===== src/rtl/cot_pkg.sv =====
//------------------------------------------------------------------------------
// cot_pkg
// Shared widths, payload types and codes for the capsule overlap test core.
//------------------------------------------------------------------------------
`default_nettype none

package cot_pkg;

    localparam int COORD_BITS = 16;

    // difference of two coordinates
    localparam int DW = COORD_BITS + 1;
    // signed product of two differences
    localparam int PW = 2 * DW;
    // signed sum of two products (dot, cross)
    localparam int SW = PW + 1;
    // unsigned squared magnitudes: |cross|, len^2, dist^2, rsum^2
    localparam int UW = 2 * COORD_BITS + 2;
    // radius sum
    localparam int RW = COORD_BITS + 1;
    // half of a UW word for split multiplies
    localparam int HW = UW / 2;
    // full square of a UW word
    localparam int QW = 4 * HW;

    localparam int LANES = 4;

    localparam int Q_DEPTH = 2;
    localparam int Q_PTR_W = $clog2(Q_DEPTH);
    localparam int Q_CNT_W = $clog2(Q_DEPTH + 1);

    typedef enum logic [1:0] {
        KIND_NONE   = 2'd0,
        KIND_CROSS  = 2'd1,
        KIND_RADIUS = 2'd2
    } kind_t;

    // where the point projects onto the segment
    typedef enum logic [1:0] {
        MODE_SIDE  = 2'd0,
        MODE_START = 2'd1,
        MODE_END   = 2'd2
    } mode_t;

    typedef struct packed {
        logic signed [COORD_BITS-1:0] a_start_x;
        logic signed [COORD_BITS-1:0] a_start_y;
        logic signed [COORD_BITS-1:0] a_end_x;
        logic signed [COORD_BITS-1:0] a_end_y;
        logic        [COORD_BITS-1:0] a_radius;
        logic signed [COORD_BITS-1:0] b_start_x;
        logic signed [COORD_BITS-1:0] b_start_y;
        logic signed [COORD_BITS-1:0] b_end_x;
        logic signed [COORD_BITS-1:0] b_end_y;
        logic        [COORD_BITS-1:0] b_radius;
    } pair_t;

    typedef struct packed {
        logic  touching;
        kind_t contact_kind;
    } result_t;

    typedef struct packed {
        mode_t         mode;
        logic [UW-1:0] cr_abs;
        logic [UW-1:0] len2;
        logic [UW-1:0] dist2;
    } lane_t;

    typedef struct packed {
        logic                 a_zero;
        logic                 b_zero;
        logic                 cross_hit;
        logic [UW-1:0]        rsq;
        lane_t [LANES-1:0]    lane;
    } entry_t;

    typedef struct packed {
        logic full;
        logic empty;
    } q_stat_t;

endpackage

`default_nettype wire


===== src/rtl/cot_queue.sv =====
//------------------------------------------------------------------------------
// cot_queue
// Short register queue between the classifying front and the back end.
//------------------------------------------------------------------------------
`default_nettype none

module cot_queue (
    input  wire logic            clk,
    input  wire logic            rst_n,
    input  wire logic            push,
    input  wire cot_pkg::entry_t push_data,
    input  wire logic            pop,
    output cot_pkg::entry_t      pop_data,
    output cot_pkg::q_stat_t     stat
);
    import cot_pkg::*;

    entry_t               entry_reg [Q_DEPTH];
    logic [Q_PTR_W-1:0]   wr_ptr_reg, wr_ptr_next;
    logic [Q_PTR_W-1:0]   rd_ptr_reg, rd_ptr_next;
    logic [Q_CNT_W-1:0]   count_reg, count_next;

    always_comb
    begin
        wr_ptr_next = wr_ptr_reg;
        rd_ptr_next = rd_ptr_reg;
        count_next  = count_reg;
        if (push)
            wr_ptr_next = (wr_ptr_reg == Q_PTR_W'(Q_DEPTH - 1)) ? '0 : wr_ptr_reg + 1'b1;
        if (pop)
            rd_ptr_next = (rd_ptr_reg == Q_PTR_W'(Q_DEPTH - 1)) ? '0 : rd_ptr_reg + 1'b1;
        if (push && !pop)
            count_next = count_reg + 1'b1;
        else if (pop && !push)
            count_next = count_reg - 1'b1;
        stat.full  = (count_reg == Q_CNT_W'(Q_DEPTH));
        stat.empty = (count_reg == '0);
        pop_data   = entry_reg[rd_ptr_reg];
    end

    always_ff @(posedge clk or negedge rst_n)
    begin
        if (!rst_n)
        begin
            wr_ptr_reg <= '0;
            rd_ptr_reg <= '0;
            count_reg  <= '0;
        end
        else
        begin
            wr_ptr_reg <= wr_ptr_next;
            rd_ptr_reg <= rd_ptr_next;
            count_reg  <= count_next;
        end
    end

    always_ff @(posedge clk)
    begin
        if (push)
            entry_reg[wr_ptr_reg] <= push_data;
    end

endmodule

`default_nettype wire


===== config.mk =====
export PLATFORM = sky130hd
export DESIGN_NAME = cot_queue
export DESIGN_NICKNAME = d
export VERILOG_FILES = /design/src/rtl/cot_pkg.sv /design/src/rtl/cot_queue.sv
export SDC_FILE = /design/constraint.sdc
export NUM_CORES = 1
export LEC_CHECK = 0
export ABC_AREA = 1
export BUFFER_PORTS_ARGS = -buffer_cell sky130_fd_sc_hd__clkbuf_2
export CORE_AREA = 2 2 350 352
export CTS_BUF_LIST = sky130_fd_sc_hd__clkbuf_16
export DETAILED_ROUTE_END_ITERATION = 10
export DIE_AREA = 0 0 352 354
export GPL_TIMING_DRIVEN = 0
export PLACE_DENSITY = 0.44
export SYNTH_ARGS = -nofsm -noshare
export SYNTH_HDL_FRONTEND = slang
export SYNTH_SLANG_ARGS = --single-unit

===== constraint.sdc =====
create_clock -name clk -period 26.2 [get_ports clk]
set_input_delay 6.55 -clock clk [delete_from_list [all_inputs] [get_ports clk]]
set_output_delay 6.55 -clock clk [all_outputs]
set_load 0.01 [all_outputs]

# --- Word level (Yosys, flattened, before mapping) ---
# Memories as Yosys holds them, arrays and structs flattened.
# Cells that the tools add are included.
classes:
  addsub: 4
  eq_ne: 1
  mux: 6
  n_reduce_logical: 6
op_table:
  columns: ["op", "count"]
  rows:
  - ["$mux 1", 4]
  - ["$mux 2", 2]
  - ["$add 1x1->1 const B", 2]
  - ["$add 2x1->2 const B", 1]
  - ["$eq 2x2->1 const B", 1]
  - ["$logic_and 1x1->1", 2]
  - ["$logic_not 1->1", 2]
  - ["$logic_not 2->1", 1]
  - ["$reduce_bool 2->1", 1]
  - ["$sub 2x1->2 const B", 1]
word_totals:
  regBits: 4
  ram_bits: 906
  inputBits: 457
  output_inout_bits: 455
  word_cells: 21
  memories: 1
memory_table:
  columns: ["name", "words", "width", "rd", "rd_clocked_by_memory_dff", "write_ports", "line_no", "text"]
  rows:
  - ["entry_reg", 2, 453, 1, 0, 1, "cot_queue.sv:18", "entry_t entry_reg [Q_DEPTH];"]

# --- Depth between registers and ports, before layout ---
# Gate-level depths: netlist of run 1.
logic_depth:
  word_depth: 4
  depth_mapped: 7
  ltp_nobuf: 7

# --- Worst setup path after synthesis of run 1 ---
# OpenSTA, ideal clock, no wires.
synth_timing:
  kind: "input -> register"
  startpoint: "in push"
  endpoint: "mem entry_reg[0][0] in the netlist's numbering, enable pin"
  setup_ns: 1.292
  t_arrival_ns: 25.502
  t_required_ns: 24.908
  path_slack_ns: -0.594
  cell_stages: 2
  n_path_buf: 0
  cell_sequence: "inv_1 > nor2_1"
synth_between:
  elab_chain_cells: 2
synth_lines:
  columns: ["element", "line_no", "text"]
  rows:
  - ["from (decl)", "cot_queue.sv:10", "input wire logic push,"]
  - ["$mux 1", "cot_queue.sv:59", "if (push)"]
  - ["$mux 1 (implied by the code)", "cot_queue.sv:60", "entry_reg[wr_ptr_reg] <= push_data;"]
  - ["to (decl)", "cot_queue.sv:18", null]
# No other way between the ends.

==> reports/results.txt, run 1 <==
Synth Net Count -> 1,893
Ys Warns -> 0
Total congestion overflow -> 0
Fmax -> 110.4 MHz
Drt drc -> 0
M2 GR Usage -> 25.46%
DRT iter0 DRCs -> 880
CTS tree -> built
Yosys cell types -> 15
Syn Std Cell Area -> 33,120 um2
Worst slew pin tran -> 0.7536 ns
H-tree level count -> 3
Worst slew margin -> 49.76%
FP Rows -> 128
Area delta synth->final -> 30.94%
Final slew viol count -> 0
CP Max Fanout -> 11
Post-route setup TNS -> 0 ns
Placeable Area -> 120,900 um2
Most frequent cells in the layout -> 911 x clkbuf_2, 906 x edfxtp_1, 393 x mux2_2
Grt peak-use layer -> met2
Register area -> 27,310 um2
CTS resizes -> 0
Clock buffer depth -> 3
Worst IR Drop VDD -> 0.05922 mV
Internal power -> 3.349 mW
RSZ-0062 raised after global routing -> false
CP endpoint kind -> output pin
Comb pwr share -> 30.7%
Avg WL per Cell -> 21.01 um
Register area share after synthesis -> 82.45%
Fin util -> 35.86%
Final GP Congestion -> 0.8031
Leak -> 16.50 nW
Die width -> 352 um
#FFs+latches synth -> 910
Die Span Y -> 354 um
Min-delay worst type -> flop to flop
Final worst-path cycle share -> 34.57%
Worst Path Arrival -> 2.51 ns
Clk slew on worst S/H paths -> 0.05 ns
PwrDens -> 110.3 nW/um2
Num CTS Buffers -> 101
I/O pins -> 912
Hold-fix buffers, CTS -> 0
Final WL -> 87.78 mm
Max_cap viols -> 0
Syn Inst Count -> 1,435
Hold Vio Cnt, Final -> 0
NetSw -> 1.437 mW
Clock skew -> 0.02349 ns
Final HPWL from detailed placement -> 65.64 mm
Max reg flops -> 906
Area occupied by multi-input gates -> 5414 um2
Post-DRT Antenna Nets -> 0
# Post-CTS Setup Buffers -> 0
Largest net degree at the start of global routing -> 119
Via count -> 17.36k
Mean Syn Cell Area -> 23.08 um2
Commonest non-fill, non-tap cell in the layout -> clkbuf_2
Seq pwr share -> 41.4%
Initial core utilization -> 27.39%
Count of input and output buffers -> 911
Setup violators final -> 0
GRT Total Usage -> 13.58%
Share of cells above drive strength 1 -> 61.64%
Routing usage on met1 -> 12.91%
DRT Pass-1 Iters -> 4
Final Net Count -> 2,928
Status -> finished, final reports clean
First-pass GRT wire length -> 124.0 mm
TritonCTS Sinks -> 910
Crit path kind -> flop to output pin
Tot Pwr -> 4.785 mW
Req. time, crit path -> 19.65 ns
Vias in the first global route -> 18.94k
Vias per cell -> 4.156
Filler instances -> 11.52k
Antenna violations before repair -> 29
Die Area -> 124,600 um2
Clock Power Share -> 28.0%
Switching Fraction -> 30.02%
Clk root buf -> clkbuf_16
M3 GR Usage -> 6.268%
CP Launch Type -> flop
Clock latency on the worst-skew pair -> 0.67 ns
Shortest period the worst path allows -> 9.058 ns
## through the flow
step	cells	instance area, um2	worst slack, ns	hold WS, ns
floorplan	1435	33120	7.343	0.4631
global placement	3971	39710	0.05547	0.4941
detailed placement	3992	40190	17.52	0.5044
CTS	4164	43330	16.90	0.5157
global route	4176	43360	16.93	0.5633
finish	4177	43370	17.14	0.5207
## power by group through the flow
| stage | clock (mW) | combinational, mW | sequential [mW] |
|---|---|---|---|
| after floorplan | 0 | 0.840 | 2.14 |
| after global placement | 0 | 1.45 | 2.24 |
| after detailed placement | 0 | 1.51 | 2.01 |
| after CTS | 1.38 | 1.52 | 1.98 |
| after global routing | 1.44 | 1.57 | 2.00 |
| final | 1.34 | 1.47 | 1.98 |
## worst max-delay path, stage by stage (launching register included)
cell      delay (ns)
dfrtp_1         0.31
buf_2           0.19
buf_6           0.22
buf_2           0.50
mux2_2          0.44
clkbuf_2        0.16
## per-layer routing
layer / routed length (um) / share of wire [%]
met1: 29300 / 33
met2: 47460 / 54
met3: 8182 / 9.3
met4: 2643 / 3.0
met5: 192 / 0.22
## final timing paths
path	from	to	slack, ns	depth (start not counted)
min	count_reg[1]$_DFFE_PN0P_	count_reg[1]$_DFFE_PN0P_	0.52	2
min reg2reg	count_reg[1]$_DFFE_PN0P_	count_reg[1]$_DFFE_PN0P_	0.52	2
max reg2reg	wr_ptr_reg$_DFFE_PN0P_	entry_reg[1][448]$_DFFE_PP_	23.75	4
max	rd_ptr_reg$_DFFE_PN0P_	pop_data[0]	17.14	5
min in group asynchronous	rst_n	wr_ptr_reg$_DFFE_PN0P_	5.68	1
max in group asynchronous	rst_n	count_reg[1]$_DFFE_PN0P_	20.38	1
## synth_stat cells
| cell | count | area (um2) |
|---|---|---|
| buf_2 | 13 | 65.06 |
| buf_4 | 30 | 225.2 |
| buf_6 | 8 | 90.09 |
| dfrtp_1 | 4 | 100.1 |
| edfxtp_1 | 906 | 27210 |
| ha_1 | 1 | 12.51 |
| inv_1 | 7 | 26.28 |
| mux2_2 | 393 | 4425 |
| mux2_4 | 60 | 900.9 |
| nand2_1 | 5 | 18.77 |
| nand3_1 | 1 | 5.000 |
| nand4_1 | 1 | 6.260 |
| nor2_1 | 3 | 11.26 |
| xnor2_1 | 1 | 8.760 |
| xor2_1 | 2 | 17.52 |
## area by class of cell
| type | count | share of cell area, % |
|---|---|---|
| clock inverters | 68 | 1.241 |
| multi-input cells | 467 | 12.48 |
| repair buffers | 932 | 11.59 |
| flip-flops and latches | 910 | 62.97 |
| plain buffers | 51 | 0.8771 |
| diodes | 13 | 0.07502 |
| well taps | 1625 | 4.689 |
| inverters | 7 | 0.07790 |
| clock buffers | 104 | 6.001 |
## cells by family after synthesis
| family | synth area share, % |
|---|---|
| fa+ha+maj | 0.03777 |
| simple gates | 0.1247 |
| xor+xnor | 0.07935 |
| buf+inv | 1.228 |
| flops | 82.45 |
| mux | 16.08 |
Power figures use the tool's default switching activity.
==> run 2: changes to the inputs <==
clock period = 9 ns   (was 26.2 ns; I/O delays follow)
==> run 2 against run 1 <==
- combinational power grew to 3.0 times the previous value
- worst hold slack worse by 0.00084 ns
- die area stayed put
- critical path type unchanged
- largest cell class unchanged
- highest routed layer unchanged
==> reports/results.txt, run 2 (synthesized netlist as in run 1, its figures left out) <==
Reg2reg path depth -> 9 (+5)
Most frequent cells in the layout -> 911 x clkbuf_2, 906 x edfxtp_1, 393 x mux2_2
CTS tree -> built
Comb pwr share -> 31.2% (+0.5 points)
Die Area -> 124,600 um2 (unchanged)
Crit-path cells -> buf_2 > buf_2 > buf_4 > mux2_2 > clkbuf_2
Seq pwr share -> 41.2% (-0.2 points)
Register area -> 27,310 um2 (unchanged)
Via count -> 17.39k (+0.17%)
CP endpoint kind -> output pin
Place WS -> 3.587 ns (-13.93 ns)
Worst IR Drop VDD -> 0.1818 mV (+210%)
Worst slew pin tran -> 0.7217 ns (-0.03189 ns)
Post-DRT Antenna Nets -> 0 (unchanged)
Die Span Y -> 354 um (unchanged)
Crit path kind -> flop to output pin
Worst Path Arrival -> 2.48 ns (-0.03 ns)
Num CTS Buffers -> 102 (+0.99%)
Avg WL per Cell -> 21.84 um (+3.9%)
RSZ-0062 raised after global routing -> false
Leak -> 16.56 nW (+0.37%)
Area delta synth->final -> 31.47%
Area occupied by multi-input gates -> 5430 um2 (+0.30%)
Switching Fraction -> 30.61% (+0.59 points)
Hold Vio Cnt, Final -> 0 (unchanged)
NetSw -> 4.282 mW (+200%)
Vias in the first global route -> 18.87k (-0.37%)
Die width -> 352 um (unchanged)
DRT iter0 DRCs -> 1,004 (+14%)
Initial core utilization -> 27.39% (unchanged)
PwrDens -> 321.2 nW/um2 (+190%)
Slowest stage delay, CP -> 0.39 ns (-0.11 ns)
Drt drc -> 0 (unchanged)
Worst hold path depth -> 2 (unchanged)
DRT Pass-1 Iters -> 4 (unchanged)
Max reg flops -> 906 (unchanged)
# Post-CTS Setup Buffers -> 0 (unchanged)
Final WL -> 91.71 mm (+4.5%)
CTS resizes -> 0 (unchanged)
Worst path slowest cell -> buf_2
Internal power -> 9.705 mW (+190%)
Clock Power Share -> 27.7% (-0.3 points)
Count of input and output buffers -> 911 (unchanged)
Post-route setup TNS -> 0 ns (unchanged)
Min-delay worst type -> flop to flop
First-pass GRT wire length -> 129.2 mm (+4.2%)
Largest net degree at the start of global routing -> 40 (-66%)
Share of cells above drive strength 1 -> 61.86% (+0.22 points)
Final GP Congestion -> 0.8122 (+1.1%)
Vias per cell -> 4.141 (-0.35%)
Antenna violations before repair -> 28 (-3.4%)
Final Net Count -> 2,938 (+0.34%)
Clk root buf -> clkbuf_16
TritonCTS Sinks -> 910 (unchanged)
Hold-fix buffers, CTS -> 0 (unchanged)
Placeable Area -> 120,900 um2 (unchanged)
Final slew viol count -> 0 (unchanged)
GRT Total Usage -> 14.33% (+0.76 points)
FP Rows -> 128 (unchanged)
Final HPWL from detailed placement -> 69.91 mm (+6.5%)
CP Launch Type -> flop
CP Max Fanout -> 10 (-1)
Req. time, crit path -> 6.75 ns (-12.90 ns)
Clock latency on the worst-skew pair -> 0.68 ns (about the same)
I/O pins -> 912 (unchanged)
Commonest non-fill, non-tap cell in the layout -> clkbuf_2
Shortest period the worst path allows -> 4.731 ns
Hold_ws -> 0.5198 ns (-0.0008440 ns)
Setup violators final -> 0 (unchanged)
Final worst-path cycle share -> 52.56%
H-tree level count -> 3 (unchanged)
Worst path most repeated cell -> buf_2
Status -> finished, final reports clean
Filler instances -> 11.52k (unchanged)
Fmax -> 211.4 MHz
Total congestion overflow -> 0 (unchanged)
Final setup margin -> 4.269 ns (-12.87 ns)
Clock skew -> 0.01309 ns (-0.01040 ns)
Clock buffer depth -> 3 (unchanged)
Max_cap viols -> 0 (unchanged)
Clk slew on worst S/H paths -> 0.06 ns (about the same)
Worst slew margin -> 51.77% (+2.0 points)
## run 2: cell type report
type	count	share of cell area (%)
repair buffers	941	11.89
well taps	1625	4.670
clock buffers	104	5.977
flip-flops and latches	910	62.71
plain buffers	51	0.8736
diodes	15	0.08621
inverters	7	0.09770
multi-input cells	467	12.47
clock inverters	79	1.224
## run 2: through the flow
stage	cells	total power, mW	utilization (%)	cell area (um2)
after global routing	4199	14.69	36.01	43540
after floorplan	1435	8.505	-	33160
final	4199	13.99	36.01	43540
after CTS	4184	14.28	35.98	43500
after detailed placement	4001	10.34	33.38	40370
after global placement	3971	10.52	32.88	39750
## run 2: power by group through the flow
| stage | logic (mW) | registers (mW) | clock network, mW |
|---|---|---|---|
| after global placement | 4.27 | 6.25 | 0 |
| after floorplan | 2.45 | 6.06 | 0 |
| after global routing | 4.68 | 5.83 | 4.18 |
| after CTS | 4.50 | 5.77 | 4.01 |
| after detailed placement | 4.49 | 5.86 | 0 |
| final | 4.36 | 5.76 | 3.87 |
## run 2: worst max-delay path: cells and delay by family, from the launching register on
kind | cells | cell delay [ns]
flip-flops | 1 | 0.31
buffers and inverters | 4 | 1.10
multiplexers | 1 | 0.38
## run 2: final timing paths
kind	slack, ns	endpoint	from
hold / removal	0.52	count_reg[1]$_DFFE_PN0P_	count_reg[1]$_DFFE_PN0P_
setup / recovery	4.27	pop_data[76]	rd_ptr_reg$_DFFE_PN0P_
hold reg to reg	0.52	count_reg[1]$_DFFE_PN0P_	count_reg[1]$_DFFE_PN0P_
max in group asynchronous	7.49	count_reg[1]$_DFFE_PN0P_	rst_n
min in group asynchronous	1.38	wr_ptr_reg$_DFFE_PN0P_	rst_n
setup reg to reg	5.73	entry_reg[0][162]$_DFFE_PP_	wr_ptr_reg$_DFFE_PN0P_
## run 2: layer usage
metal | global-route usage, % | routed length [um] | vias up
li1 | - | - | 7871
met1 | 14.19 | 31160 | 8712
met2 | 25.97 | 48730 | 629
met3 | 5.985 | 8545 | 156
met4 | 6.506 | 3151 | 20
met5 | 0 | 122 | -
